`config.mk`:
```
export PLATFORM = sky130hd
export DESIGN_NAME = plg_vertex_stage
export DESIGN_NICKNAME = d
export VERILOG_FILES = /design/src/rtl/plg_pkg.sv /design/src/rtl/plg_vertex_stage.sv
export SDC_FILE = /design/constraint.sdc
export NUM_CORES = 2
export LEC_CHECK = 0
export ABC_AREA = 0
export BUFFER_PORTS_ARGS = -buffer_cell sky130_fd_sc_hd__buf_4
export CORE_MARGIN = 1
export CORE_UTILIZATION = 40
export DETAILED_ROUTE_END_ITERATION = 12
export PLACE_DENSITY = 0.63
export SETUP_SLACK_MARGIN = 0.1
export SLEW_MARGIN = 20
export SYNTH_ARGS = -nofsm -noshare
export SYNTH_HDL_FRONTEND = slang
export SYNTH_SLANG_ARGS = --single-unit
```
`constraint.sdc`:
```
create_clock -name clk -period 12.75 [get_ports clk]
set_clock_uncertainty 0.15 [all_clocks]
set_input_delay 2.55 -clock clk [delete_from_list [all_inputs] [get_ports clk]]
set_output_delay 2.55 -clock clk [all_outputs]
set_load 0.02 [all_outputs]
```
`src/rtl/plg_pkg.sv`:
```
// Shared constants and stage control types for the polygon area statistics unit.
package plg_pkg;

	localparam int COORD_W   = 16;
	localparam int ACC_W     = 50;
	localparam int AREA_W    = 33;
	localparam int SUM_W     = 60;
	localparam int VCNT_W    = 16;
	localparam int CNT_OUT_W = 24;
	localparam int TDATA_IN_W  = 32;
	localparam int TDATA_OUT_W = 400;

	localparam logic [VCNT_W-1:0] VCNT_MAX     = {VCNT_W{1'b1}};
	localparam logic [VCNT_W-1:0] MIN_VERTS    = 16'd3;
	localparam logic [VCNT_W-1:0] TARGET_RESET = 16'd3;
	localparam logic [AREA_W-1:0] AREA_MAX     = {AREA_W{1'b1}};
	localparam logic [SUM_W-1:0]  SUM_MAX      = {SUM_W{1'b1}};

	// Control bits that travel with a vertex through the front stages.
	typedef struct packed {
		logic valid;
		logic last;
		logic head;
	} vtx_ctl_t;

	// Control bits that reach the statistics stage.
	typedef struct packed {
		logic valid;
		logic done;
	} res_ctl_t;

endpackage

```
`src/rtl/plg_vertex_stage.sv`:
```
// Input register, ring state (first, previous, count) and the four cross-product multipliers.
module plg_vertex_stage #(
	parameter int COORD_BITS = 16
) (
	input  logic                                 clk,
	input  logic                                 arst_n,
	input  logic                                 adv,
	input  logic                                 in_valid,
	input  logic signed [plg_pkg::COORD_W-1:0]   x_coord,
	input  logic signed [plg_pkg::COORD_W-1:0]   y_coord,
	input  logic                                 last_vertex,
	output plg_pkg::vtx_ctl_t                    ctl_s2,
	output logic        [plg_pkg::VCNT_W-1:0]    n_s2,
	output logic signed [2*COORD_BITS-1:0]       p0_s2,
	output logic signed [2*COORD_BITS-1:0]       p1_s2,
	output logic signed [2*COORD_BITS-1:0]       p2_s2,
	output logic signed [2*COORD_BITS-1:0]       p3_s2
);
	import plg_pkg::*;

	localparam int EXT_W = (COORD_BITS > COORD_W) ? COORD_BITS : COORD_W;

	logic                       v_s1;
	logic                       last_s1;
	logic signed [COORD_BITS-1:0] x_s1, y_s1;
	logic signed [COORD_BITS-1:0] prev_x_q, prev_y_q, first_x_q, first_y_q;
	logic        [VCNT_W-1:0]   vcnt_q;

	logic        [EXT_W-1:0]      x_ext, y_ext;
	logic signed [COORD_BITS-1:0] x_cur, y_cur;
	logic signed [COORD_BITS-1:0] fx, fy;
	logic                         head;
	logic        [VCNT_W-1:0]     n_next;
	logic                         step;

	// take the low COORD_BITS of the field as two's complement
	assign x_ext = EXT_W'($unsigned(x_coord));
	assign y_ext = EXT_W'($unsigned(y_coord));
	assign x_cur = signed'(x_ext[COORD_BITS-1:0]);
	assign y_cur = signed'(y_ext[COORD_BITS-1:0]);

	assign step   = adv && v_s1;
	assign head   = (vcnt_q == '0);
	assign fx     = head ? x_s1 : first_x_q;
	assign fy     = head ? y_s1 : first_y_q;
	assign n_next = (vcnt_q == VCNT_MAX) ? vcnt_q : vcnt_q + 1'b1;

	always_ff @(posedge clk or negedge arst_n) begin
		if (!arst_n) begin
			v_s1      <= 1'b0;
			ctl_s2    <= '0;
			prev_x_q  <= '0;
			prev_y_q  <= '0;
			first_x_q <= '0;
			first_y_q <= '0;
			vcnt_q    <= '0;
		end else if (adv) begin
			v_s1   <= in_valid;
			ctl_s2 <= '{valid: v_s1, last: last_s1, head: head};
			if (v_s1) begin
				prev_x_q <= x_s1;
				prev_y_q <= y_s1;
				if (head) begin
					first_x_q <= x_s1;
					first_y_q <= y_s1;
				end
				vcnt_q <= last_s1 ? '0 : n_next;
			end
		end
	end

	always_ff @(posedge clk) begin
		if (adv) begin
			x_s1    <= x_cur;
			y_s1    <= y_cur;
			last_s1 <= last_vertex;
		end
		if (step) begin
			n_s2  <= n_next;
			p0_s2 <= prev_x_q * y_s1;
			p1_s2 <= x_s1 * prev_y_q;
			p2_s2 <= x_s1 * fy;
			p3_s2 <= fx * y_s1;
		end
	end

endmodule

```
Word level (Yosys, flattened, before mapping)
Cells that the tools add are included.
- input port bits: 37
- word-level logic and storage cells: 30
- bits in registers: 261
- multiplexer cells: 4
- reduce and logical (&&, ||, !) cells: 3
- add/subtract/negate cells: 1
- multipliers: 4
- equality and inequality tests: 1
- operators by type and width (kind ; number):
    $mul A16 B16 Y32 ; 4
    $mux W16 ; 4
    $add A16 B1 Y16 const B ; 1
    $eq A16 B16 Y1 const B ; 1
    $logic_not A16 Y1 ; 1
    $reduce_and A2 Y1 ; 1
    $logic_and A1 B1 Y1 ; 1

Logic depth before layout (Yosys ltp)
- depth in word-level cells: 3
- mapped depth: 32

Worst setup path before layout
OpenSTA, ideal clock, no wires.
- path type: input-to-reg
- start point: in adv
- end point: reg vcnt_q[11]
- arrival: 7818 ps
- library setup time: 131 ps
- setup slack: 4652 ps
- stages: 7
- cell sequence: nand2_1 > inv_1 > clkbuf_1 > clkbuf_1 > o21ai_0 > nand2_1 > o21ai_0
- cells in the longest elaborated chain, start to end: 1
- ends and longest elaborated chain (what ; RTL line ; source):
    start, declared ; plg_vertex_stage.sv:7 ; input logic adv,
    $reduce_and A2 Y1 (no line) ; - ;
    end signal, assigned ; plg_vertex_stage.sv:67 ; vcnt_q <= last_s1 ? '0 : n_next;
    end, declared ; plg_vertex_stage.sv:27 ; logic [VCNT_W-1:0] vcnt_q;
No other way between the ends.
A chain may end at the register's enable or synchronous reset.

Final worst setup path
- start point: reg vcnt_q[0]
- end point: reg p3_s2[30], data pin
- cells in the longest elaborated chain, start to end: 3
- ends and longest elaborated chain (what ; RTL line ; source):
    $logic_not A16 Y1 ; plg_vertex_stage.sv:43 ; assign head = (vcnt_q == '0);
    $mux W16 ; - ;
    $mul A16 B16 Y32 ; plg_vertex_stage.sv:83 ; p3_s2 <= fx * y_s1;
    end signal, assigned ; plg_vertex_stage.sv:83 ;
    end, declared ; plg_vertex_stage.sv:17 ; output logic signed [2*COORD_BITS-1:0] p3_s2
No other way between the ends.

==> reports/metrics.cfg <==
[detailed_routing]
wl_per_cell_um=16.9
drt_wl_total_mm=111
vias=32571
drtAntennaViolNets=0
drc=0
drtPass1Iterations=5
drt_iter0_drc=1524
vias_per_cell=4.94

[final_layout]
multi_input_area_mm2=0.0359
drive_above_1_share_pct=7.89
area_delta_synth_final_pct=8.60
final_cell_mix=inv_1 (1,186), fa_1 (1,048), nand2_1 (614)
fillers=11550
finalNonFillerCells=6592
num-nets-final=6366
final_common_cell=inv_1
regArea_mm2=0.00742

[synth]
ys_seq_elements=261
yosys_most_used_dff=edfxtp_1
synthCells=4879
async_reset_ff_share_pct=32.2
synth_area_per_cell_um2=9.94
ys_seq_area_share_pct=15.3
yosysWarnings=0
syn_area_mm2=0.0485
syn_nets=6294
synth_edf_count=177
ys_types=71

[clock_network]
htree_levels=2
clockBufferDepth=3
clock_latency_ns=0.62
cts_buffers=37
tritoncts=built
post-cts-setup-buffers=0
ctsResizeCount=0
clk_transition_reported_paths_ns=0.06
cts-root-buf=clkbuf_16
hold_buffers=0
numClockSinks=261

[worst_setup_path]
arrival_ns=8.79
critical_path.most_common_cell=fa_1
critical_path_class=flip-flop to flip-flop
rrSetupSlack_ns=4.15
cp_num_cells=26
reg2reg_to=p3_s2[30]
cp-endpoint=p3_s2[30]
rr_startpoint=vcnt_q[0]
critPathCaptureType=flip-flop
startpoint=vcnt_q[0]
crit_slowest_cell=fa_1
reg2reg_depth=26
slowest_delay_ns=0.75
startpoint_type=flip-flop
critPathMaxFanout=38
cp.buffers_inverters=5
cp_data_required_time_ns=12.94
worst_path_dominant_cell_family=adder cells

[timing]
fmax_mhz=116
hold_viol_final=0
finalCritPeriodShare_pct=67.5
hold_ws_ns=0.330
slew_viol_final=0
setup_viol=0
slew_headroom_pct=36.2
finalCriticalPeriod_ns=8.60
fin_tns_setup_ns=0
worst_pin_slew_ns=0.954
rsz0062_at_grt=no

[floorplanning]
placementRows=127
io_pins=184
start_util_pct=40.4
die_w_um=350
die_h_um=350
core-area_mm2=0.120
dieArea_mm2=0.123

[global_routing]
grt_pass1_vias=34921
gr-total-overflow=0
antenna_found_initial=3
grt_usage_pct=19.1
grt_max_degree=75
grt_pass1_wl_mm=186

[status]
status=complete, no violations

[place]
place.gp.congestion=0.855
dp.cells=6524
hpwl_mm=86.7
io_buffers=183

[worst_hold_path]
hold_class=flip-flop to flip-flop
min_from=first_y_q[2]

[run]
drv_cap=0

==> area by class of cell <==
| class | instances | share of cell area, % |
|---|---|---|
| repair buffers | 227 | 3.24 |
| clock buffers | 47 | 1.85 |
| multi-input cells | 3237 | 68.2 |
| well taps | 1612 | 3.83 |
| flip-flops and latches | 261 | 14.1 |
| clock inverters | 20 | 0.368 |
| inverters | 1187 | 8.47 |
| diodes | 1 | 0.00475 |
==> routing by layer <==
metal | GRT usage (%) | vias up | routed length (um)
li1 | - | 14643 | -
met1 | 26.6 | 17022 | 48900
met2 | 32.0 | 797 | 54100
met3 | 2.66 | 105 | 6240
met4 | 3.80 | 4 | 2020
met5 | 0 | - | 23
==> metrics by stage <==
stage / instance area (um^2) / worst slack (ns) / utilization [%]
after floorplan: 48500 / 4.65 / -
after global placement: 51500 / 4.48 / 42.9
after detailed placement: 51500 / 4.33 / 42.9
after CTS: 52700 / 4.33 / 43.8
after global routing: 52700 / 3.85 / 43.8
final: 52700 / 4.15 / 43.8
==> sequential cells by signal, summed over array words and instances (netlist names), 16 cells and up <==
signal / count
x_s1: 16
p3_s2: 32
y_s1: 16
p0_s2: 32
p1_s2: 32
vcnt_q: 16
prev_x_q: 16
prev_y_q: 16
first_x_q: 16
first_y_q: 16
n_s2: 16
p2_s2: 32
==> cells in the mapped netlist (36+ instances only) <==
library cell | count | area share (%)
inv_1 | 1187 | 9.2
fa_1 | 1048 | 43
nand2_1 | 615 | 4.8
and2_1 | 407 | 5.3
ha_1 | 330 | 8.5
clkbuf_1 | 189 | 1.5
edfxtp_1 | 177 | 11
xnor2_1 | 110 | 2.0
a21oi_1 | 86 | 0.89
mux2_2 | 86 | 2.0
nor2_1 | 86 | 0.67
dfrtp_1 | 84 | 4.3
o21ai_0 | 57 | 0.59
nand2b_1 | 47 | 0.61
nor2b_1 | 36 | 0.46
==> worst reg2reg max path: stages (launching register included) <==
cell       delay [ns]
dfrtp_1          0.45
inv_1            0.07
ha_1             0.20
nor4b_1          0.14
nand4_1          0.08
buf_4            0.46
mux2_2           0.59
nand2_1          0.17
inv_1            0.10
fa_1             0.75
fa_1             0.50
fa_1             0.52
fa_1             0.51
fa_1             0.50
inv_1            0.05
fa_1             0.47
inv_1            0.05
ha_1             0.34
and3_1           0.22
a21boi_1         0.22
nor3_1           0.09
a211oi_1         0.51
nor2_1           0.16
a2111oi_0        0.67
nor2_1           0.13
a21oi_1          0.19
xnor2_1          0.08
==> worst min path at each step <==
stage,endpoint,cells after the start
after global routing,first_y_q[3],2
final,first_y_q[2],2
after global placement,first_y_q[2],2
after floorplan,first_y_q[2],2
after CTS,first_y_q[2],2
after detailed placement,first_y_q[2],2
==> cell families after synthesis <==
group,count (synthesis),share of synthesized area (%)
flip-flops,261,15.3
adder cells (fa/ha/maj),1378,51.8
AND/OR/NAND/NOR,1300,13.0
AO/OA/AOI/OAI,319,4.38
XOR/XNOR,145,2.62
multiplexers,95,2.18
buffers and inverters,1381,10.7
Power is not shown: default switching activity piles up to over one toggle a cycle in this logic, so the estimate is an artifact.
