--- config.mk ---
export PLATFORM = sky130hd
export DESIGN_NAME = plg_stats
export DESIGN_NICKNAME = d
export VERILOG_FILES = /design/src/rtl/plg_pkg.sv /design/src/rtl/plg_stats.sv
export SDC_FILE = /design/constraint.sdc
export NUM_CORES = 1
export LEC_CHECK = 0
export BUFFER_PORTS_ARGS = -buffer_cell sky130_fd_sc_hd__buf_4
export CAP_MARGIN = 20
export CORE_AREA = 5 5 215 217
export CTS_CLUSTER_SIZE = 30
export DETAILED_ROUTE_END_ITERATION = 7
export DIE_AREA = 0 0 220 222
export PLACE_DENSITY_LB_ADDON = 0.05
export SYNTH_ARGS = -nofsm -noshare
export SYNTH_HDL_FRONTEND = slang
export SYNTH_SLANG_ARGS = --single-unit
--- constraint.sdc ---
create_clock -name clk -period 5.1 [get_ports clk]
set_input_delay 0.255 -clock clk [delete_from_list [all_inputs] [get_ports clk]]
set_output_delay 0.255 -clock clk [all_outputs]
set_load 0.05 [all_outputs]
--- src/rtl/plg_pkg.sv ---
// Shared constants and stage control types for the polygon area statistics unit.
package plg_pkg;

	localparam int COORD_W   = 16;
	localparam int ACC_W     = 50;
	localparam int AREA_W    = 33;
	localparam int SUM_W     = 60;
	localparam int VCNT_W    = 16;
	localparam int CNT_OUT_W = 24;
	localparam int TDATA_IN_W  = 32;
	localparam int TDATA_OUT_W = 400;

	localparam logic [VCNT_W-1:0] VCNT_MAX     = {VCNT_W{1'b1}};
	localparam logic [VCNT_W-1:0] MIN_VERTS    = 16'd3;
	localparam logic [VCNT_W-1:0] TARGET_RESET = 16'd3;
	localparam logic [AREA_W-1:0] AREA_MAX     = {AREA_W{1'b1}};
	localparam logic [SUM_W-1:0]  SUM_MAX      = {SUM_W{1'b1}};

	// Control bits that travel with a vertex through the front stages.
	typedef struct packed {
		logic valid;
		logic last;
		logic head;
	} vtx_ctl_t;

	// Control bits that reach the statistics stage.
	typedef struct packed {
		logic valid;
		logic done;
	} res_ctl_t;

endpackage

--- src/rtl/plg_stats.sv ---
// Running set statistics, output register and pipeline advance control.
module plg_stats #(
	parameter int COUNT_BITS = 24
) (
	input  logic                               clk,
	input  logic                               arst_n,
	input  plg_pkg::res_ctl_t                  res_s5,
	input  logic [plg_pkg::AREA_W-1:0]         area_s5,
	input  logic [plg_pkg::VCNT_W-1:0]         n_s5,
	input  logic [plg_pkg::VCNT_W-1:0]         target,
	input  logic                               out_ready,
	output logic                               adv,
	output logic                               out_valid,
	output logic [plg_pkg::AREA_W-1:0]         twice_area,
	output logic [plg_pkg::VCNT_W-1:0]         vertex_total,
	output logic [plg_pkg::CNT_OUT_W-1:0]      polygon_count,
	output logic [plg_pkg::CNT_OUT_W-1:0]      even_count,
	output logic [plg_pkg::CNT_OUT_W-1:0]      target_count,
	output logic [plg_pkg::SUM_W-1:0]          even_area_sum,
	output logic [plg_pkg::SUM_W-1:0]          odd_area_sum,
	output logic [plg_pkg::SUM_W-1:0]          target_area_sum,
	output logic [plg_pkg::AREA_W-1:0]         least_area,
	output logic [plg_pkg::AREA_W-1:0]         greatest_area,
	output logic [plg_pkg::VCNT_W-1:0]         least_vertices,
	output logic [plg_pkg::VCNT_W-1:0]         greatest_vertices
);
	import plg_pkg::*;

	localparam int CXW = (COUNT_BITS > CNT_OUT_W) ? COUNT_BITS : CNT_OUT_W;
	localparam logic [COUNT_BITS-1:0] CNT_MAX = {COUNT_BITS{1'b1}};

	logic [COUNT_BITS-1:0] valid_q, even_q, target_q;
	logic                  retire, out_free, load, is_even, is_target;
	logic [SUM_W:0]        even_add, odd_add, target_add;
	logic [CXW-1:0]        valid_x, even_x, target_x;

	assign retire   = res_s5.valid && res_s5.done;
	assign out_free = !out_valid || out_ready;
	assign adv      = !retire || out_free;
	assign load     = retire && out_free;

	assign is_even   = !n_s5[0];
	assign is_target = (n_s5 == target);

	assign even_add   = {1'b0, even_area_sum}   + (SUM_W+1)'(area_s5);
	assign odd_add    = {1'b0, odd_area_sum}    + (SUM_W+1)'(area_s5);
	assign target_add = {1'b0, target_area_sum} + (SUM_W+1)'(area_s5);

	// counts saturate at their own width, then show the low field bits
	assign valid_x       = CXW'(valid_q);
	assign even_x        = CXW'(even_q);
	assign target_x      = CXW'(target_q);
	assign polygon_count = valid_x[CNT_OUT_W-1:0];
	assign even_count    = even_x[CNT_OUT_W-1:0];
	assign target_count  = target_x[CNT_OUT_W-1:0];

	always_ff @(posedge clk or negedge arst_n) begin
		if (!arst_n) begin
			out_valid         <= 1'b0;
			valid_q           <= '0;
			even_q            <= '0;
			target_q          <= '0;
			even_area_sum     <= '0;
			odd_area_sum      <= '0;
			target_area_sum   <= '0;
			least_area        <= AREA_MAX;
			greatest_area     <= '0;
			least_vertices    <= VCNT_MAX;
			greatest_vertices <= '0;
		end else begin
			if (load)
				out_valid <= 1'b1;
			else if (out_ready)
				out_valid <= 1'b0;
			if (load) begin
				if (valid_q != CNT_MAX)
					valid_q <= valid_q + 1'b1;
				if (is_even) begin
					if (even_q != CNT_MAX)
						even_q <= even_q + 1'b1;
					even_area_sum <= even_add[SUM_W] ? SUM_MAX : even_add[SUM_W-1:0];
				end else begin
					odd_area_sum <= odd_add[SUM_W] ? SUM_MAX : odd_add[SUM_W-1:0];
				end
				if (is_target) begin
					if (target_q != CNT_MAX)
						target_q <= target_q + 1'b1;
					target_area_sum <= target_add[SUM_W] ? SUM_MAX : target_add[SUM_W-1:0];
				end
				if (area_s5 < least_area)
					least_area <= area_s5;
				if (area_s5 > greatest_area)
					greatest_area <= area_s5;
				if (n_s5 < least_vertices)
					least_vertices <= n_s5;
				if (n_s5 > greatest_vertices)
					greatest_vertices <= n_s5;
			end
		end
	end

	always_ff @(posedge clk) begin
		if (load) begin
			twice_area   <= area_s5;
			vertex_total <= n_s5;
		end
	end

endmodule

# == Word level (Yosys, flattened, before mapping) ==
# Index checks and enable logic that the tools add are counted.
# word_totals
word_cells,50
output_inout_bits,401
in_bits,70
ff_bits,400
# classes
mux,5
n_bitwise,1
n_reduce_logical,17
addsub,6
n_eq_ne,4
magnitude_cmp,4
# op_table
operator,n
$add A60 B33 Y61,3
$mux W60,3
$add A24 B1 Y24 const B,3
$ne A24 B24 Y1 const B,3
$gt A33 B33 Y1,1
$lt A33 B33 Y1,1
$eq A16 B16 Y1,1
$gt A16 B16 Y1,1
$lt A16 B16 Y1,1
$reduce_and A2 Y1,8
$reduce_and A3 Y1,2
$logic_and A1 B1 Y1,2
$logic_not A1 Y1,2
$logic_or A1 B1 Y1,2
$mux W1,2
$reduce_bool A2 Y1,1
$not A1 Y1,1

# == Longest topological paths before layout ==
# Gate-level depths: netlist of the first run.
# depth
ltp_word,4
depth_mapped,14
mapped_depth_nobuf,12

# == Worst setup path before layout of the first run ==
# No wires, ideal clock.
# synth_timing
kind,register -> register
from,register target_area_sum[0] (netlist name)
to,register target_area_sum[54] (netlist name)
t_arrival_ns,3.313
required_ns,4.975
n_path_buf,0
slack_ns,1.662
setup_time_ns,0.125
period_less_slack_ns,3.438
stages_incl_launch_ff,13
cell_sequence,dfrtp_1 > ha_1 > fa_1 > a21o_1 > o2111ai_1 > nand2_1 > a311o_1 > a211o_1 > o211ai_2 > nand2_2 > and3_1 > nand4_1 > mux2_2
# synth_between
elab_chain_len,2
# synth_rtl
item,line_no,text
"start, declared",plg_stats.sv:21,"output logic [plg_pkg::SUM_W-1:0] target_area_sum,"
"start signal, assigned",plg_stats.sv:88,target_area_sum <= target_add[SUM_W] ? SUM_MAX : target_add[SUM_W-1:0];
$add A60 B33 Y61,plg_stats.sv:47,"assign target_add = {1'b0, target_area_sum} + (SUM_W+1)'(area_s5);"
$mux W60,plg_stats.sv:88,
# Every way passes these cells.
# A chain may end at the register's enable or synchronous reset.

# == Worst setup path in the final report of the first run ==
# layout_timing
from,input area_s5[0] (netlist name)
to,register odd_area_sum[57] (netlist name)
# layout_between
elab_chain_len,2
# layout_rtl
item,line_no,text
"start, declared",plg_stats.sv:8,"input logic [plg_pkg::AREA_W-1:0] area_s5,"
$add A60 B33 Y61,plg_stats.sv:46,"assign odd_add = {1'b0, odd_area_sum} + (SUM_W+1)'(area_s5);"
$mux W60,plg_stats.sv:83,odd_area_sum <= odd_add[SUM_W] ? SUM_MAX : odd_add[SUM_W-1:0];
"end signal, assigned",plg_stats.sv:83,
"end, declared",plg_stats.sv:20,"output logic [plg_pkg::SUM_W-1:0] odd_area_sum,"
# Every way passes these cells.

==> flow_summary.json, run 1 <==
{
  "num_rows": 77,
  "fmax_ghz": 0.254,
  "die_area_sq_um": 48800,
  "die_w_um": 220,
  "start_util_pct": 54.2,
  "cts_buffers": 46,
  "vias_per_cell": 5.76,
  "synthTopCellsByCount": "dfrtp_1, nand2_1, ha_1, a21oi_1, nor2_1",
  "globalplace.congestion": 0.917,
  "crit_fanout": 15,
  "track_usage_pct": 29.2,
  "clkPwrFrac_pct": 20.1,
  "ioPinCount": 471,
  "total_power_uw": 17200,
  "vdd_drop_max_mv": 0.467,
  "cts_setup_buffers": 0,
  "swShare_pct": 45.7,
  "syn_inst": 2359,
  "ys_types": 93,
  "avgSynthCellArea_sq_um": 10.1,
  "num_vias": 20100,
  "htree_num_levels": 2,
  "fin_crit_sh_pct": 77.3,
  "grt_pass1_vias": 19600,
  "comb_power_share_pct": 51.7,
  "hold_violations": 0,
  "drc": 0,
  "ys_top_cells_by_area": "dfrtp_1, ha_1, edfxtp_1, dfstp_2, mux2_2",
  "dpl-instance-area_sq_um": 28000,
  "tritoncts": "done",
  "multi_input_area_sq_um": 12700,
  "slew_viol_final": 0,
  "critPathArrivalTime_ns": 4.45,
  "final_nets": 3137,
  "synth_edf_count": 49,
  "clockBufferDepth": 3,
  "p_per_area_nw_per_um2": 575,
  "core-area_sq_um": 43900,
  "status": "complete, no violations",
  "tns_ns": 0,
  "rsz0062_at_grt": "false",
  "seqCellArea_sq_um": 10300,
  "antenna_found_initial": 0,
  "synth_area_sq_um": 23800,
  "ys_seq_elements": 400,
  "grt_max_degree": 143,
  "clk_latency_ns": 0.59,
  "slew_headroom_pct": 32.8,
  "cts.clk_slew.worst_paths_ns": 0.06,
  "startpoint_type": "input port",
  "finalWirelength_um": 73400,
  "synth_most_common_cell": "dfrtp_1",
  "cts_root_buf": "clkbuf_16",
  "dpl_worst_slack_ns": 1.18,
  "power.internal_uw": 9340,
  "finClkSkew_ns": 0.0185,
  "async_flop_share_pct": 87.8,
  "report.final.setup_viol": 0,
  "power.switching_uw": 7860,
  "cp-end-kind": "register",
  "grt_pass1_wl_um": 113000,
  "synth_warnings": 0,
  "syn-num-nets": 2630,
  "diodes": 0,
  "dpl.hpwl_um": 53400,
  "area_growth_pct": 25.7,
  "drive_above_1_share_pct": 26.5,
  "tightest_slew_ns": 1.01,
  "yosysTopAreaCell": "dfrtp_1",
  "clkSinkCount": 400,
  "first_iter_violations": 1600,
  "worst-endpoint-required_ns": 5.61,
  "nFillCells": 3480,
  "period_needed_ns": 3.94,
  "wl_per_cell_um": 21.0,
  "die_h_um": 222,
  "max-cap-violations": 0,
  "postRouteAntennaNets": 0,
  "stdcell_area_sq_um": 29900,
  "p_leak_uw": 0.0146,
  "port_buffers": 470,
  "min_path_type": "input port to register",
  "critPathKind": "input port to register",
  "gr-total-overflow": 0,
  "seqPwrFrac_pct": 28.2,
  "yosysSeqAreaShare_pct": 43.3,
  "dr.pass1.iters": 5,
  "synth_top_cell_area_share_pct": 31.7,
  "timing.final.ws_setup_ns": 1.16,
  "synth_ff_type": "dfrtp_1"
}
## stage by stage
step                      util (%)  instances  hold slack (ns)
after floorplan                  -       2359          -0.0406
after global placement        63.7       3375            0.280
after detailed placement      63.7       3375            0.268
after CTS                     68.1       3496          0.00252
after global routing          68.1       3496          0.00274
final                         68.1       3496           0.0304
## final timing paths
kind | startpoint | end | slack (ns) | cells after the start
min in group asynchronous | arst_n | greatest_area[18]$_DFFE_PN0P_ | 0.25 | 2
worst min register to register | target_count[5]$_DFFE_PN0P_ | target_count[5]$_DFFE_PN0P_ | 0.49 | 1
worst max register to register | even_area_sum[0]$_DFFE_PN0P_ | even_area_sum[13]$_DFFE_PN0P_ | 1.21 | 12
max in group asynchronous | arst_n | even_area_sum[4]$_DFFE_PN0P_ | 3.59 | 3
worst max-delay path | area_s5[0] | odd_area_sum[57]$_DFFE_PN0P_ | 1.16 | 15
worst min-delay path | area_s5[21] | twice_area[21]$_DFFE_PP_ | 0.03 | 1
## critical path: stages
cell and delay, ns:
dlygate4sd3_1 0.52, buf_4 0.21, ha_1 0.23, fa_1 0.25, a211oi_1 0.10, o31ai_2 0.38
o21ai_1 0.15, a21oi_1 0.30, o21a_1 0.22, o31ai_1 0.15, o31ai_4 0.52, nand4_1 0.53
buf_4 0.36, and4_1 0.20, nor2_1 0.07
## routing by layer
metal,track usage (%),wire [um]
met5,0,0
met2,46.1,33800
met4,10.4,2930
met3,6.69,5110
met1,39.6,31600
## cell usage in the layout, fill, tap and decap left out, types with 11 or more instances in the layout
cell	instances
nand3_1	82
a211oi_1	17
dfrtp_1	302
edfxtp_1	49
o21bai_1	12
inv_1	133
and3_1	56
buf_4	483
clkbuf_8	11
nor2_1	167
clkinv_2	14
xnor2_1	119
a21oi_1	169
dfstp_2	49
nand2b_1	18
o22a_1	29
ha_1	198
a21o_1	79
mux2_2	100
nor2b_1	15
a31oi_1	54
clkbuf_16	47
nand4_1	63
xor2_1	92
and4_1	12
o21ai_0	85
nor4_1	11
nor3_1	20
dlygate4sd3_1	35
and2_1	14
nand2_1	199
o21a_1	17
## layout make-up
class / instances / share of cell area (%)
Clock buffer: 61 / 4.48
Clock inverter: 25 / 0.841
Inverter: 135 / 1.69
Multi-Input combinational cell: 1762 / 42.6
Sequential cell: 400 / 34.5
Tap cell: 592 / 2.48
Timing Repair Buffer: 521 / 13.5
## kinds of logic (layout without fill, tap and decap cells)
| family | after synthesis | after routing | share of synthesized area (%) |
|---|---|---|---|
| buffers and inverters | 197 | 742 | 3.35 |
| adder cells (fa/ha/maj) | 201 | 201 | 10.7 |
| multiplexers | 114 | 114 | 5.53 |
| AND/OR/NAND/NOR | 697 | 697 | 14.5 |
| AO/OA/AOI/OAI | 539 | 539 | 14.9 |
| flip-flops | 400 | 400 | 43.3 |
| XOR/XNOR | 211 | 211 | 7.76 |
## power groups by stage
stage / logic, uW / registers, uW / clock network (uW)
after CTS: 8900 / 4840 / 3520
final: 8900 / 4850 / 3460
after global routing: 9540 / 4940 / 3670
after detailed placement: 8830 / 4880 / 0
after floorplan: 3770 / 7330 / 0
after global placement: 8720 / 4840 / 0
## sequential cells by signal, indices dropped and copies added, names as in the netlist
name and cells:
least_vertices 16, target_area_sum 60, out_valid 1, odd_area_sum 60, polygon_count 24, least_area 33, greatest_area 33, even_count 24
twice_area 33, vertex_total 16, greatest_vertices 16, target_count 24, even_area_sum 60
## timing repair
item                                   in CTS  in global routing
endpoints found under the hold margin     120                  0
hold buffers                               35                  0
gates resized for setup                     0                  0
Power figures use the tool's default switching activity.
==> run 2, diff against run 1 <==
- CORE_AREA: 5 5 215 217 -> 5 5 223 225
- DIE_AREA: 0 0 220 222 -> 0 0 228 230
- clock period: 5.1 -> 3.3 ns (I/O delays scaled with it)
==> flow_summary.json, run 2 (synthesis gave the netlist of run 1 again) <==
{
  "dpl.hpwl_um": 55600,
  "die_w_um": 228,
  "max-cap-violations": 0,
  "max_stage_delay_ns": 0.42,
  "reg_top3": "even_area_sum x60, odd_area_sum x60, target_area_sum x60",
  "crit_slowest_cell": "dfrtp_2",
  "drive_above_1_share_pct": 28.0,
  "die_area_sq_um": 52400,
  "critPathKind": "register to register",
  "total_power_uw": 26800,
  "finClkSkew_ns": 0.0175,
  "hold_violations": 0,
  "status": "complete, no violations",
  "crit_fanout": 7,
  "timing.final.ws_setup_ns": 0.0312,
  "dpl_worst_slack_ns": -0.0948,
  "cp_cell_sequence": "ha_4 -> fa_2 -> a21o_1 -> o2111ai_2 -> nand2_1 -> a311o_1 -> a211o_1 -> o211ai_4 -> nand2_4 -> and3_4 -> nand4_1 -> mux2_4",
  "port_buffers": 470,
  "slew_viol_final": 0,
  "vdd_drop_max_mv": 0.517,
  "startpoint_type": "register",
  "area_growth_pct": 29.2,
  "grt_pass1_wl_um": 117000,
  "first_iter_violations": 1274,
  "cp-startpoint": "target_area_sum[0]$_DFFE_PN0P_",
  "dr.pass1.iters": 5,
  "hp-start": "res_s5[1]",
  "critPathArrivalTime_ns": 3.73,
  "report.final.setup_viol": 0,
  "p_per_area_nw_per_um2": 872,
  "p_leak_uw": 0.0149,
  "period_needed_ns": 3.27,
  "rr_startpoint": "target_area_sum[0]$_DFFE_PN0P_",
  "cts.clk_slew.worst_paths_ns": 0.06,
  "finalWirelength_um": 76400,
  "fin_crit_sh_pct": 99.1,
  "htree_num_levels": 2,
  "cp-end-kind": "register",
  "tightest_slew_ns": 0.770,
  "min_path_type": "input port to register",
  "grt_pass1_vias": 20200,
  "antenna_found_initial": 2,
  "grt_max_degree": 80,
  "fmax_ghz": 0.306,
  "hold_slack_ns": 0.0606,
  "gr-total-overflow": 0,
  "core-area_sq_um": 47300,
  "globalplace.congestion": 0.898,
  "ioPinCount": 471,
  "track_usage_pct": 27.9,
  "slew_headroom_pct": 48.0,
  "vias_per_cell": 5.70,
  "clk_latency_ns": 0.58,
  "rsz0062_at_grt": "true",
  "num_rows": 80,
  "num_vias": 20500,
  "clockBufferDepth": 3,
  "tritoncts": "done",
  "clkSinkCount": 400,
  "cts_root_buf": "clkbuf_16",
  "die_h_um": 230,
  "drc": 0,
  "wl_per_cell_um": 21.3,
  "final_nets": 3208,
  "final_common_cell": "buf_4",
  "cts_buffers": 47,
  "worst-endpoint-required_ns": 3.76,
  "mostFrequentLayoutCells": "buf_4, dfrtp_1, nand2_1",
  "start_util_pct": 50.3,
  "postRouteAntennaNets": 0
}
## run 2: changes by cell type in the layout (fill, tap and decap cells not counted), moves of 4 or more
cell	change
buf_4	+42
dlygate4sd3_1	+18
clkbuf_1	+6
buf_12	+5
clkbuf_8	-5
clkinv_2	-5
clkbuf_16	+4
clkinv_1	+4
## run 2: critical path, delay by kind of cell, from the launching register on
kind,cells,cell delay [ns]
multiplexers,1,0.31
AO/OA/AOI/OAI,5,1.38
AND/OR/NAND/NOR,4,0.52
adder cells (fa/ha/maj),2,0.51
flip-flops,1,0.42
## run 2: cell type report
type | count | area, sq um
clock inverters | 23 | 241
inverters | 135 | 509
well taps | 615 | 769
clock buffers | 64 | 1340
flip-flops and latches | 400 | 10300
diodes | 1 | 2.50
repair buffers | 591 | 4710
fillers | 3875 | 16600
multi-input cells | 1762 | 12900
## run 2: power breakdown
group / switching [uW] / total (uW) / internal [uW]
logic: 8900 / 13900 / 5030
clock network: 2130 / 5370 / 3230
registers: 1140 / 7510 / 6380
## run 2: what timing repair did
item / in CTS / in global routing
setup endpoints to repair: 38 / 125
setup buffers: 0 / 10
hold endpoints to repair: 183 / 0
hold buffers: 53 / 0
pin swaps: 1 / 13
resized for setup: 7 / 22
gates cloned: 0 / 3
## run 2: metrics by stage
step | std cells | utilization (%) | area, sq um | setup TNS (ns)
final | 3591 | 64.9 | 30700 | 0
after global routing | 3591 | 64.9 | 30700 | -0.810
after CTS | 3577 | 64.4 | 30500 | 0
after detailed placement | 3437 | 59.9 | 28400 | -2.17
after global placement | 3437 | 59.9 | 28400 | 0
after floorplan | 2359 | - | 23800 | 0
## run 2: worst paths after layout
path	cells past startpoint	to	slack [ns]
worst max-delay path	12	target_area_sum[54]$_DFFE_PN0P_	0.03
worst min-delay path	3	twice_area[31]$_DFFE_PP_	0.06
worst max register to register	12	target_area_sum[54]$_DFFE_PN0P_	0.03
worst min register to register	1	target_count[14]$_DFFE_PN0P_	0.49
max in group asynchronous	3	polygon_count[12]$_DFFE_PN0P_	2.19
min in group asynchronous	2	greatest_area[12]$_DFFE_PN0P_	0.18
## run 2: metal layers
layer | routed length, um | share of wire, % | GRT usage (%)
met5 | 0 | 0 | 0
met1 | 32400 | 42 | 36.6
met2 | 36500 | 48 | 46.6
met3 | 4980 | 6.5 | 5.91
met4 | 2540 | 3.3 | 8.64
