==> config.mk <==
export PLATFORM = sky130hd
export DESIGN_NAME = plg_accum
export DESIGN_NICKNAME = d
export VERILOG_FILES = /design/src/rtl/plg_pkg.sv /design/src/rtl/plg_accum.sv
export SDC_FILE = /design/constraint.sdc
export NUM_CORES = 1
export LEC_CHECK = 0
export CORE_MARGIN = 3
export CORE_UTILIZATION = 31
export CTS_BUF_LIST = sky130_fd_sc_hd__clkbuf_8
export DETAILED_ROUTE_END_ITERATION = 10
export DONT_BUFFER_PORTS = 1
export PLACE_DENSITY = 0.43
export SLEW_MARGIN = 20
export SYNTH_ARGS = -nofsm -noshare
export SYNTH_HDL_FRONTEND = slang
export SYNTH_SLANG_ARGS = --single-unit
==> constraint.sdc <==
create_clock -name clk -period 7.2 [get_ports clk]
set_input_delay 0.36 -clock clk [delete_from_list [all_inputs] [get_ports clk]]
set_output_delay 0.36 -clock clk [all_outputs]
set_load 0.03 [all_outputs]
==> src/rtl/plg_pkg.sv <==
// Shared constants and stage control types for the polygon area statistics unit.
package plg_pkg;

	localparam int COORD_W   = 16;
	localparam int ACC_W     = 50;
	localparam int AREA_W    = 33;
	localparam int SUM_W     = 60;
	localparam int VCNT_W    = 16;
	localparam int CNT_OUT_W = 24;
	localparam int TDATA_IN_W  = 32;
	localparam int TDATA_OUT_W = 400;

	localparam logic [VCNT_W-1:0] VCNT_MAX     = {VCNT_W{1'b1}};
	localparam logic [VCNT_W-1:0] MIN_VERTS    = 16'd3;
	localparam logic [VCNT_W-1:0] TARGET_RESET = 16'd3;
	localparam logic [AREA_W-1:0] AREA_MAX     = {AREA_W{1'b1}};
	localparam logic [SUM_W-1:0]  SUM_MAX      = {SUM_W{1'b1}};

	// Control bits that travel with a vertex through the front stages.
	typedef struct packed {
		logic valid;
		logic last;
		logic head;
	} vtx_ctl_t;

	// Control bits that reach the statistics stage.
	typedef struct packed {
		logic valid;
		logic done;
	} res_ctl_t;

endpackage

==> src/rtl/plg_accum.sv <==
// Cross terms, saturating shoelace accumulator and absolute area.
module plg_accum #(
	parameter int COORD_BITS = 16
) (
	input  logic                                 clk,
	input  logic                                 arst_n,
	input  logic                                 adv,
	input  plg_pkg::vtx_ctl_t                    ctl_s2,
	input  logic        [plg_pkg::VCNT_W-1:0]    n_s2,
	input  logic signed [2*COORD_BITS-1:0]       p0_s2,
	input  logic signed [2*COORD_BITS-1:0]       p1_s2,
	input  logic signed [2*COORD_BITS-1:0]       p2_s2,
	input  logic signed [2*COORD_BITS-1:0]       p3_s2,
	output plg_pkg::res_ctl_t                    res_s5,
	output logic        [plg_pkg::AREA_W-1:0]    area_s5,
	output logic        [plg_pkg::VCNT_W-1:0]    n_s5
);
	import plg_pkg::*;

	localparam int TW = 2*COORD_BITS + 1;
	localparam int SW = ((TW > ACC_W) ? TW : ACC_W) + 1;
	localparam logic signed [SW-1:0] ACC_LIM = SW'((64'd1 << (ACC_W-1)) - 64'd1);

	vtx_ctl_t                 ctl_s3;
	logic        [VCNT_W-1:0] n_s3, n_s4;
	logic signed [TW-1:0]     t1_s3, t2_s3;
	logic                     v_s4, last_s4;
	logic signed [ACC_W-1:0]  acc_s4;
	logic signed [ACC_W-1:0]  acc_q;

	logic signed [TW-1:0]     t1, t2;
	logic signed [SW-1:0]     sum1, sum2, sat1, sat2;
	logic signed [ACC_W-1:0]  acc1, acc2;
	logic        [ACC_W-1:0]  mag;
	logic        [AREA_W-1:0] area;

	assign t1 = ctl_s2.head ? '0 : TW'(p0_s2) - TW'(p1_s2);
	assign t2 = ctl_s2.last ? TW'(p2_s2) - TW'(p3_s2) : '0;

	// clamp to the symmetric accumulator range after each add
	always_comb begin
		sum1 = SW'(acc_q) + SW'(t1_s3);
		if (sum1 > ACC_LIM)
			sat1 = ACC_LIM;
		else if (sum1 < -ACC_LIM)
			sat1 = -ACC_LIM;
		else
			sat1 = sum1;
		acc1 = ACC_W'(sat1);
		sum2 = SW'(acc1) + SW'(t2_s3);
		if (sum2 > ACC_LIM)
			sat2 = ACC_LIM;
		else if (sum2 < -ACC_LIM)
			sat2 = -ACC_LIM;
		else
			sat2 = sum2;
		acc2 = ACC_W'(sat2);
	end

	assign mag  = (acc_s4 < 0) ? $unsigned(-acc_s4) : $unsigned(acc_s4);
	assign area = (|mag[ACC_W-1:AREA_W]) ? AREA_MAX : mag[AREA_W-1:0];

	always_ff @(posedge clk or negedge arst_n) begin
		if (!arst_n) begin
			ctl_s3 <= '0;
			v_s4   <= 1'b0;
			res_s5 <= '0;
			acc_q  <= '0;
		end else if (adv) begin
			ctl_s3 <= ctl_s2;
			v_s4   <= ctl_s3.valid;
			res_s5 <= '{valid: v_s4, done: last_s4 && (n_s4 >= MIN_VERTS)};
			if (ctl_s3.valid)
				acc_q <= ctl_s3.last ? '0 : acc2;
		end
	end

	always_ff @(posedge clk) begin
		if (adv) begin
			t1_s3   <= t1;
			t2_s3   <= t2;
			n_s3    <= n_s2;
			last_s4 <= ctl_s3.last;
			acc_s4  <= acc2;
			n_s4    <= n_s3;
			area_s5 <= area;
			n_s5    <= n_s4;
		end
	end

endmodule

Word-level counts from Yosys, hierarchy flattened
Cells that the tools add are included.
- add/subtract/negate cells: 5
- $lt $le $gt $ge: 6
- mux-type cells: 6
- reduce and logical (&&, ||, !) cells: 3
- operators by type and width (cell ; number):
    $mux 50 ; 6
    $add 50x33->51 ; 2
    $gt 51x50->1 const B ; 2
    $lt 51x50->1 const B ; 2
    $sub 32x32->33 ; 2
    $lt 50x1->1 const B ; 1
    $neg 50->50 ; 1
    $reduce_or 17->1 ; 1
    $ge 16x2->1 const B ; 1
    $reduce_and 2->1 ; 1
    $logic_and 1x1->1 ; 1
- flip-flop bits (word level): 253
- logic and storage cells: 34

Logic depth before layout (Yosys ltp)
Gate-level depths: netlist of the first run.
- depth in word-level cells: 9
- mapped depth: 33
- gate-level depth less buffers: 29

Worst setup path before layout of the first run
No wires, ideal clock.
- path kind: reg-to-reg
- from: register t1_s3[32]
- to: register acc_s4[27] (data pin)
- arrival time: 7708 ps
- setup slack: -763 ps
- stages on the path, launching flop included: 31
- buffers on the path: 5
- period minus slack after synthesis: 7963 ps
- cells stage by stage: edfxtp_1 > ha_1 > clkbuf_1 > and3_1 > nand2_1 > or3_1 > a2111oi_0 > a21oi_1 > a211oi_1 > o31ai_1 > mux2i_1 > or2_2 > nor2_1 > clkbuf_1 > a21oi_1 > ha_1 > buf_2 > and2_1 > and3_1 > and2_1 > a221oi_2 > a21oi_1 > or4b_1 > o311ai_1 > nand4_1 > or3_1 > or4b_4 > a21oi_4 > buf_4 > buf_4 > nor2_1
- cells in the longest elaborated chain, start to end: 8
- ends and longest elaborated chain (element ; line ; source):
    start, declared ; plg_accum.sv:26 ; logic signed [TW-1:0] t1_s3, t2_s3;
    start signal, assigned ; plg_accum.sv:80 ; t1_s3 <= t1;
    $add 50x33->51 (*) ; plg_accum.sv:42 ; sum1 = SW'(acc_q) + SW'(t1_s3);
    $lt 51x50->1 ; plg_accum.sv:45 ; else if (sum1 < -ACC_LIM)
    $mux 50 ; plg_accum.sv:45 ;
    $mux 50 (*) ; plg_accum.sv:43 ; if (sum1 > ACC_LIM)
    $add 50x33->51 (*) ; plg_accum.sv:50 ; sum2 = SW'(acc1) + SW'(t2_s3);
    $lt 51x50->1 ; plg_accum.sv:53 ; else if (sum2 < -ACC_LIM)
    $mux 50 ; plg_accum.sv:53 ;
    $mux 50 (*) ; plg_accum.sv:51 ; if (sum2 > ACC_LIM)
    named net sat2[27] ; plg_accum.sv:32 ; logic signed [SW-1:0] sum1, sum2, sat1, sat2;
    end signal, assigned ; plg_accum.sv:84 ; acc_s4 <= acc2;
    end, declared ; plg_accum.sv:28 ; logic signed [ACC_W-1:0] acc_s4;
The timed path passes the listed nets; every way through them passes the cells marked *.
A chain may end at the register's enable or synchronous reset.

Worst setup path in the final report of the first run
- from: register t1_s3[32]
- to: register acc_s4[19] (data pin)
The elaborated chain is that of the path after synthesis.

==> summary.md, run 1 <==
| Metric | Value |
|---|---|
| Status | finished, violations left |
| Violated checks | setup timing |
| Register area share after synthesis | a little over a third |
| FF-to-FF path depth | 32 |
| Flops & latches, synth | roughly 250 |
| Drt total wl | 71,950 um |
| Critical Path AT | 8.10 ns |
| Yosys cell types | 85 |
| CP most frequent cell | buf_6 |
| Initial core utilization | around a third |
| Antenna violations before repair | 2 |
| Clock insertion delay at the later pin of the skew report | about 0.63 ns |
| CP startpoint kind | flip-flop |
| Largest net degree at the start of global routing | 205 |
| Leading area contributor after synthesis | edfxtp_1 |
| Clock Tree Buf Depth | 3 |
| Clk root buf | clkbuf_8 |
| Top FF cell, synth | edfxtp_1 |
| CTS buffer count | 47 |
| Ys Warns | 0 |
| Synthesized area | 20,260 um^2 |
| Fin crit period | 7.740 ns |
| GR Overflow Total | 0 |
| Main area contributors after synthesis | edfxtp_1 29%, ha_1 10%, dfrtp_1 6.8% |
| Global-route wire length before repair | 110,700 um |
| Htree depth | 2 |
| Metal-1 WL | 34,340 um |
| Die area | between 60,000 and 70,000 um^2 |
| Via/cell ratio | 5.147 |
| TritonCTS clock tree | yes |
| Slowest CP cell | or4b_4 |
| Crit path max fanout | 17 |
| Routed length on met2 | 32,920 um |
| Ys async rst share | about 22% |
| DP Wirelength | 57,770 um |
| Placed Cells | between 3,000 and 4,000 |
| Drt drc | 0 |
| Least-Margin Pin Slew | between 1 and 1.5 ns |
| Global placer's final weighted congestion | around 0.9 |
| Clk slew on worst S/H paths | approximately 0.060 ns |
| Hold path endpoint | t1_s3[13]$_SDFFCE_PP0P_ |
| Share of layout cells above drive strength 1 | between 30 and 40% |
| Core area | 64,580 um^2 |
| CTS sink cnt | 253 |
| IO Pins | 201 |
| Die Wd | 261.7 um |
| Fin nets | around 3,200 |
| Clock skew | 0.02224 ns |
| Worst Hold Launch | ctl_s2[0] |
| EDFF count, synth | between 150 and 200 |
| Input/output buffers | 0 |
| TritonRoute pass-1 iters | 6 |
| Top routing layer used | met5 |
| DR vias | 19,200 |
| Crit Path Class | flip-flop to flip-flop |
| RSZ-0062 raised after global routing | true |
| # rows | 93 |
| Max-cap violations | 0 |
| Crit-path max cell delay | 0.56 ns |
| R2r setup slk | -0.54 ns |
| DRT iter0 DRCs | around 1,100 |
| Highest Clock Rate | 129.2 MHz |
| Number of global-route vias before repair | 19,400 |
| Worst min path class | primary input to flip-flop |
| CP Data Required Time | 7.56 ns |
| Crit end category | flip-flop |
| Cells after Synth | 2,266 |
| Die Y | 261.7 um |
| Layout area overhead | 38.78% |
| Max transition margin | 14.55% |
| R2r endpoint | acc_s4[19]$_DFFE_PP_ |
| Tcrit/Tclk final | 107.5% |
| WL met3 | 2776 um |
| Worst hold path depth | 1 |
| Final Instance Count excl. Fillers | 3,730 |
| Wire per inst | ~19 um |
| Setup ws final | -0.5403 ns |
| Slew Limit Fails | 0 |
| Antenna Nets Post-Route | 0 |
| Avg Cell Area, Syn | 8.943 um^2 |
| Setup violators final | 90 |
| Post-synth top area share | between 20% and 30% |
| Final hold violations | 0 |
| Setup Slack @ Placement | -1.570 ns |
| FF-to-FF Start | t1_s3[32]$_SDFFCE_PP0P_ |
| Syn nets | 2,585 |
| Gr usage total | 20.78% |
[per-layer routing]
metal | global-route usage [%] | vias to the layer above
met1 | 28.73 | 9132
met5 | 0 | -
li1 | - | 9586
met2 | 34.06 | 378
met3 | 2.592 | 100
met4 | 5.990 | 2
[logic make-up (layout without fill, tap and decap cells)]
kind of cell / after synthesis / after routing / share of synthesized area, %
and+or+nand+nor: 782 / 782 / 19.24
AOI/OAI and AO/OA: 707 / 707 / 23.22
DFF: 253 / 253 / 36.13
buffers and inverters: 193 / 801 / 3.680
adders and majority gates: 172 / 172 / 10.73
xor gates and xnor gates: 145 / 145 / 6.267
muxes: 14 / 14 / 0.7286
other: 0 / 1 / 0
[critical path: cells and delay by family, from the launching register on]
kind | cells | cell delay, ns
AOI/OAI and AO/OA | 13 | 3.08
buffers and inverters | 8 | 1.17
muxes | 1 | 0.27
and+or+nand+nor | 8 | 1.93
adders and majority gates | 2 | 0.49
DFF | 1 | 0.47
[stage by stage]
stage / hold slack [ns] / setup TNS (ns) / utilization (%) / cell area (um^2)
floorplan: 0.06441 / -0.4045 / - / 20410
CTS: 0.001292 / -34.88 / 42.70 / 27580
global route: 0.01676 / -65.45 / 43.55 / 28120
finish: 0.04976 / -43.63 / 43.55 / 28120
global placement: 0.06684 / -141.13 / 39.06 / 25220
detailed placement: 0.06642 / -140.97 / 39.06 / 25220
[cell usage after synthesis (14+ instances only)]
cell / number
nor4_1: 14
o31ai_1: 69
nor2_1: 186
a211oi_1: 35
xnor2_1: 63
o211ai_1: 16
and4_1: 14
ha_1: 165
and2_1: 59
o21ai_0: 113
xor2_1: 82
nand2b_1: 33
a21oi_1: 190
a31oi_1: 17
nand4_1: 33
nor2b_1: 28
a21boi_0: 14
inv_1: 105
or2_2: 14
nor3_1: 50
nand3_1: 42
o21a_1: 45
clkbuf_1: 74
dfrtp_1: 55
a21o_1: 83
or3_1: 27
nand2_1: 216
nor3b_1: 17
o21bai_1: 20
edfxtp_1: 198
and3_1: 18
[flip-flops by register name, indices dropped and copies added (netlist names)]
| signal | flops |
|---|---|
| acc_q | 50 |
| acc_s4 | 50 |
| area_s5 | 33 |
| ctl_s3 | 2 |
| last_s4 | 1 |
| n_s3 | 16 |
| n_s4 | 16 |
| n_s5 | 16 |
| res_s5 | 2 |
| t1_s3 | 33 |
| t2_s3 | 33 |
| v_s4 | 1 |
[worst max path at each step]
stage	start	to	slack (ns)	cells after the start
final	t1_s3[32]$_SDFFCE_PP0P_	acc_s4[19]$_DFFE_PP_	-0.54	32
after global routing	t1_s3[32]$_SDFFCE_PP0P_	acc_q[17]$_DFFE_PN0P_	-0.78	32
after CTS	t1_s3[32]$_SDFFCE_PP0P_	acc_s4[42]$_DFFE_PP_	-0.48	34
after detailed placement	acc_q[2]$_DFFE_PN0P_	acc_q[11]$_DFFE_PN0P_	-1.57	32
after global placement	acc_q[2]$_DFFE_PN0P_	acc_s4[17]$_DFFE_PP_	-1.57	32
after floorplan	t1_s3[32]$_SDFFCE_PP0P_	acc_s4[27]$_DFFE_PP_	-0.02	30
[cell type report]
class / instances / area [um^2]
fill: 6419 / 36460
clock inverter: 39 / 307.8
sequential: 253 / 7323
antenna: 1 / 2.502
multi-input combinational: 1820 / 13420
inverter: 105 / 394.1
tap: 855 / 1070
clock buffer: 48 / 660.6
timing repair buffer: 609 / 4946
[cells in the final DEF, fill, tap and decap left out, types with 16 or more instances in the layout]
cell           netlist  final
ha_1               165    143
nand2b_1            33     33
or3_1               27     25
clkbuf_8             0     48
buf_4                3    559
a21oi_1            190    167
nor2_1             186    169
nor3_1              50     46
o21ai_0            113     91
and2_1              59     57
edfxtp_1           198    198
inv_1              105    119
nand3_1             42     38
dlygate4sd3_1        0     18
o31ai_1             69     56
dfrtp_1             55     54
xnor2_1             63     54
a21o_1              83     83
xor2_1              82     79
nand4_1             33     33
a211oi_1            35     22
o211ai_1            16     16
a21oi_2              0     21
nor2b_1             28     28
o21bai_1            20     18
nand2_1            216    211
o21a_1              45     44
[repair_timing]
item	CTS	global route
pin swaps	59	51
endpoints found under the hold margin	339	0
resized for setup	159	91
gates cloned	3	3
endpoints found under the setup margin	100	98
hold buffers	22	0
setup buffers	34	7
Power of run 1 is left out: the tool's default activity adds up to more than one toggle a clock period on the data nets, which glitch-free logic cannot reach.
==> run 2: changes to the inputs <==
- PLACE_DENSITY: 0.43 -> 0.42
- clock period: 7.2 -> 9.2 ns (I/O delays scaled with it)
==> summary.md, run 2 (synthesis gave the netlist of run 1 again) <==
| Metric | Value |
|---|---|
| Status | completed |
| Top routing layer used | met4 |
| Crit end category | flip-flop |
| Number of global-route vias before repair | 17,550 (-9.6%) |
| Global placer's final weighted congestion | 0.9127 (+1.4%) |
| Critical Path AT | 9.08 ns (+0.98 ns) |
| Die area | 68,470 um^2 (unchanged) |
| Top flop regs | acc_q (50), acc_s4 (50) |
| Fin nets | 2,695 (-15%) |
| WL met3 | 2522 um (-9.1%) |
| Share of layout cells above drive strength 1 | 10.06% (-20 points) |
| Clk root buf | clkbuf_8 |
| CTS sink cnt | 253 (unchanged) |
| Antenna violations before repair | 1 (-1) |
| Tcrit/Tclk final | 94.82% (-13 points) |
| Clock Tree Buf Depth | 3 (unchanged) |
| TritonRoute pass-1 iters | 5 (-1) |
| CTS buffer count | 47 (unchanged) |
| Crit path max fanout | 43 (+26) |
| Slew Limit Fails | 0 (unchanged) |
| Slowest CP cell | o21ai_0 |
| Via/cell ratio | 5.354 (+4.0%) |
| Fin crit period | 8.724 ns (+0.9835 ns) |
| Input/output buffers | 0 (unchanged) |
| Htree depth | 2 (unchanged) |
| Gr usage total | 19.54% (-1.2 points) |
| Antenna Nets Post-Route | 0 (unchanged) |
| Max-cap violations | 0 (unchanged) |
| CP Data Required Time | 9.55 ns (+1.99 ns) |
| Drt drc | 0 (unchanged) |
| Routed length on met2 | 29,700 um (-9.8%) |
| Layout area overhead | 15.20% |
| Highest Clock Rate | 114.6 MHz (-11%) |
| Setup_tns | 0 ns (+43.63 ns) |
| Crit-path max cell delay | 0.57 ns (about the same) |
| Initial core utilization | 31.38% (unchanged) |
| TritonCTS clock tree | yes |
| CP startpoint kind | flip-flop |
| IO Pins | 201 (unchanged) |
| Worst min path class | primary input to flip-flop |
| Die Wd | 261.7 um (unchanged) |
| Most common cell after layout, fill and taps aside | nand2_1 |
| # rows | 93 (unchanged) |
| Max transition margin | 26.85% (+12 points) |
| Least-Margin Pin Slew | 1.097 ns (-0.1845 ns) |
| DP Wirelength | 53,130 um (-8.0%) |
| Worst hold path depth | 1 (unchanged) |
| Global-route wire length before repair | 103,800 um (-6.2%) |
| Largest net degree at the start of global routing | 170 (-17%) |
| FF-to-FF path depth | 31 (-3.1%) |
| Crit Path Class | flip-flop to flip-flop |
| Drt total wl | 67,300 um (-6.5%) |
| CP most frequent cell | buf_4 |
| Core area | 64,580 um^2 (unchanged) |
| Final hold violations | 0 (unchanged) |
| Metal-1 WL | 33,270 um (-3.1%) |
| Most frequent cells in the layout | 216 x nand2_1, 198 x edfxtp_1, 189 x a21oi_1 |
| DR vias | 17,510 (-8.8%) |
| RSZ-0062 raised after global routing | false |
| Clk slew on worst S/H paths | 0.06 ns (about the same) |
| GR Overflow Total | 0 (unchanged) |
| Clock insertion delay at the later pin of the skew report | 0.64 ns (about the same) |
| Postcts setup bufs | 0 (-100%) |
| Wire per inst | 20.57 um (+6.7%) |
| Die Y | 261.7 um (unchanged) |
| Clock skew | 0.03710 ns (+0.01485 ns) |
| DRT iter0 DRCs | 1,284 (+18%) |
| Setup violators final | 0 (-100%) |
## run 2: cell count changes in the layout (fill, tap and decap cells not counted), moves of 11 or more
| cell | change |
|---|---|
| a211oi_1 | +11 |
| a21oi_1 | +22 |
| a21oi_2 | -20 |
| buf_4 | -441 |
| buf_6 | -11 |
| clkbuf_8 | +12 |
| ha_1 | +22 |
| ha_4 | -14 |
| nor2_1 | +16 |
| o21ai_0 | +22 |
| o21ai_1 | -14 |
| o31ai_1 | +13 |
## run 2: metrics by stage
stage               hold slack, ns  instances  setup slack, ns  util, %  instance area [um^2]
finish                     0.06005       3271           0.4762    36.15                 23340
global route               0.02603       3271         0.001718    36.15                 23340
CTS                       0.004469       3270           0.1293    36.09                 23310
detailed placement          0.1655       3156           0.1833    34.04                 21980
global placement            0.1660       3156           0.3035    34.03                 21980
floorplan                   0.1644       2266            1.237        -                 20260
## run 2: repair_timing
action,4_1_cts,5_1_grt
hold endpoints to repair,283,0
resized for setup,0,7
setup endpoints to repair,0,89
hold buffers,26,0
## run 2: final timing paths
check	slack, ns	to	start
setup / recovery	0.48	acc_s4[16]$_DFFE_PP_	t1_s3[17]$_SDFFCE_PP0P_
hold / removal	0.06	t2_s3[1]$_SDFFCE_PN0P_	ctl_s2[1]
setup reg to reg	0.48	acc_s4[16]$_DFFE_PP_	t1_s3[17]$_SDFFCE_PP0P_
hold reg to reg	0.42	n_s4[7]$_DFFE_PP_	n_s3[7]$_DFFE_PP_
max in group asynchronous	8.54	acc_q[10]$_DFFE_PN0P_	arst_n
min in group asynchronous	0.36	res_s5[0]$_DFFE_PN0P_	arst_n
## run 2: worst max-delay path, delay by kind of cell (launching register included)
kind	cells	cell delay, ns
mux	1	0.12
fa+ha+maj	2	0.74
buf+inv	6	1.16
simple gates	8	2.21
xor+xnor	1	0.40
compound gates	13	3.36
flops	1	0.41
## run 2: routing by layer
layer | track usage [%] | vias to the layer above
li1 | - | 8670
met4 | 5.713 | 0
met1 | 28.16 | 8342
met3 | 2.496 | 88
met2 | 30.56 | 414
met5 | 0 | -
## run 2: final cells by class
type | instances | area [um^2]
diodes | 1 | 2.502
clock buffers | 60 | 825.8
clock inverters | 28 | 186.4
fillers | 6711 | 41240
inverters | 105 | 394.1
multi-input cells | 1820 | 12250
flip-flops and latches | 253 | 7322
well taps | 855 | 1070
repair buffers | 149 | 1299
Power of run 2 is left out for the same reason.
==> run 3: changes to the inputs <==
- HOLD_SLACK_MARGIN: unset -> 0.15
==> summary.md, run 3 (synthesis gave the netlist of run 1 again) <==
| Metric | Value |
|---|---|
| WHS | 0.1829 ns (+0.1228 ns) |
| DP Wirelength | 53,130 um (unchanged) |
| CP most frequent cell | buf_4 |
| Setup violators final | 0 (unchanged) |
| # rows | 93 (unchanged) |
| Die Y | 261.7 um (unchanged) |
| Final Util | 36.16% (about the same) |
| Status | completed |
| Clock insertion delay at the later pin of the skew report | 0.64 ns (about the same) |
| CTS buffer count | 47 (unchanged) |
| Setup Slack @ Placement | 0.1833 ns (unchanged) |
| Bufs and invs on worst path | 6 (unchanged) |
| Clock Tree Buf Depth | 3 (unchanged) |
| Htree depth | 2 (unchanged) |
| Highest Clock Rate | 115.0 MHz (+0.31%) |
| DR vias | 17,450 (-0.38%) |
| Worst min path class | primary input to flip-flop |
| CP Data Required Time | 9.55 ns (about the same) |
| Die area | 68,470 um^2 (unchanged) |
| DRT iter0 DRCs | 1,134 (-12%) |
| Crit-path max cell delay | 0.56 ns (about the same) |
| Setup_tns | 0 ns (unchanged) |
| Layout area overhead | 15.24% (about the same) |
| Antenna violations before repair | 1 (unchanged) |
| Crit path max fanout | 43 (unchanged) |
| Gr usage total | 19.29% (-0.25 points) |
| Die Wd | 261.7 um (unchanged) |
| Largest net degree at the start of global routing | 205 (+21%) |
| IO Pins | 201 (unchanged) |
| Number of global-route vias before repair | 17,530 (-0.097%) |
| Most common cell after layout, fill and taps aside | nand2_1 |
| Slew Limit Fails | 0 (unchanged) |
| Initial core utilization | 31.38% (unchanged) |
| GR Overflow Total | 0 (unchanged) |
| Input/output buffers | 0 (unchanged) |
| Global-route wire length before repair | 102,900 um (-0.90%) |
| Critical Path AT | 9.04 ns (-0.04 ns) |
| Fin nets | 2,697 (+0.074%) |
| Metal-1 WL | 32,730 um (-1.6%) |
| Least-Margin Pin Slew | 1.103 ns (+0.005630 ns) |
| Top flop regs | acc_q (50), acc_s4 (50) |
| Clk slew on worst S/H paths | 0.06 ns (about the same) |
| Core area | 64,580 um^2 (unchanged) |
| Routed length on met2 | 29,160 um (-1.8%) |
| Slowest CP cell | or4b_4 |
| Crit end category | flip-flop |
| Crit Path Class | flip-flop to flip-flop |
| Top routing layer used | met4 |
| Final hold violations | 0 (unchanged) |
| Global placer's final weighted congestion | 0.9127 (unchanged) |
| Wire per inst | 20.29 um (-1.4%) |
| CTS sink cnt | 253 (unchanged) |
| TritonRoute pass-1 iters | 5 (unchanged) |
| Max-cap violations | 0 (unchanged) |
| Tcrit/Tclk final | 94.53% (-0.30 points) |
| Antenna Nets Post-Route | 0 (unchanged) |
| Drt drc | 0 (unchanged) |
| Via/cell ratio | 5.331 (-0.44%) |
| RSZ-0062 raised after global routing | false |
| Postcts setup bufs | 0 (unchanged) |
| Max transition margin | 26.47% (-0.38 points) |
| Clk root buf | clkbuf_8 |
| Share of layout cells above drive strength 1 | 10.10% (+0.033 points) |
| Fin crit period | 8.697 ns (-0.02726 ns) |
| Crit path max-delay family | compound AO/OA/AOI/OAI gates |
| WL met3 | 2731 um (+8.3%) |
| Drt total wl | 66,410 um (-1.3%) |
| TritonCTS clock tree | yes |
| Setup ws final | 0.5034 ns (+0.02726 ns) |
| CP startpoint kind | flip-flop |
| Most frequent cells in the layout | 216 x nand2_1, 198 x edfxtp_1, 189 x a21oi_1 |
| Clock skew | 0.03806 ns (+0.0009642 ns) |
-- run 3: final cells by class --
class / instances / area [um^2]
clock buffers: 60 / 825.8
well taps: 855 / 1070
diodes: 1 / 2.502
multi-input cells: 1820 / 12250
inverters: 105 / 394.1
repair buffers: 151 / 1306
flip-flops and latches: 253 / 7322
fillers: 6709 / 41230
clock inverters: 28 / 186.4
-- run 3: worst reg2reg max path: cells and delay by family (launching register included) --
| kind | cells | cell delay [ns] |
|---|---|---|
| compound gates | 14 | 3.21 |
| simple gates | 8 | 2.57 |
| fa+ha+maj | 2 | 0.62 |
| xor+xnor | 1 | 0.39 |
| buf+inv | 6 | 1.16 |
| mux | 1 | 0.12 |
| flops | 1 | 0.37 |
-- run 3: stage by stage --
step | std cells | cell area [um^2]
final | 3273 | 23350
after global routing | 3273 | 23350
after CTS | 3272 | 23320
after detailed placement | 3156 | 21980
after global placement | 3156 | 21980
after floorplan | 2266 | 20260
-- run 3: final timing paths --
kind                                   startpoint                      end  slack [ns]  cells past startpoint
setup / recovery           t1_s3[3]$_SDFFCE_PP0P_     acc_s4[13]$_DFFE_PP_        0.50                     32
hold / removal                          ctl_s2[0]  t1_s3[28]$_SDFFCE_PP0P_        0.18                      1
setup reg to reg           t1_s3[3]$_SDFFCE_PP0P_     acc_s4[13]$_DFFE_PP_        0.50                     32
hold reg to reg                 n_s3[7]$_DFFE_PP_        n_s4[7]$_DFFE_PP_        0.42                      0
max in group asynchronous                  arst_n    acc_q[10]$_DFFE_PN0P_        8.53                      2
min in group asynchronous                  arst_n    acc_q[36]$_DFFE_PN0P_        0.36                      2
-- run 3: what timing repair did --
item                                   4_1_cts  5_1_grt
setup endpoints to repair                    0       89
endpoints found under the hold margin      339        0
hold buffers                                28        0
gates resized for setup                      0        7
-- run 3: per-layer routing --
metal	track usage [%]	up-vias
li1	-	8665
met2	29.98	429
met4	5.744	0
met1	27.92	8267
met5	0	-
met3	2.467	86
Power of run 3 is left out for the same reason.
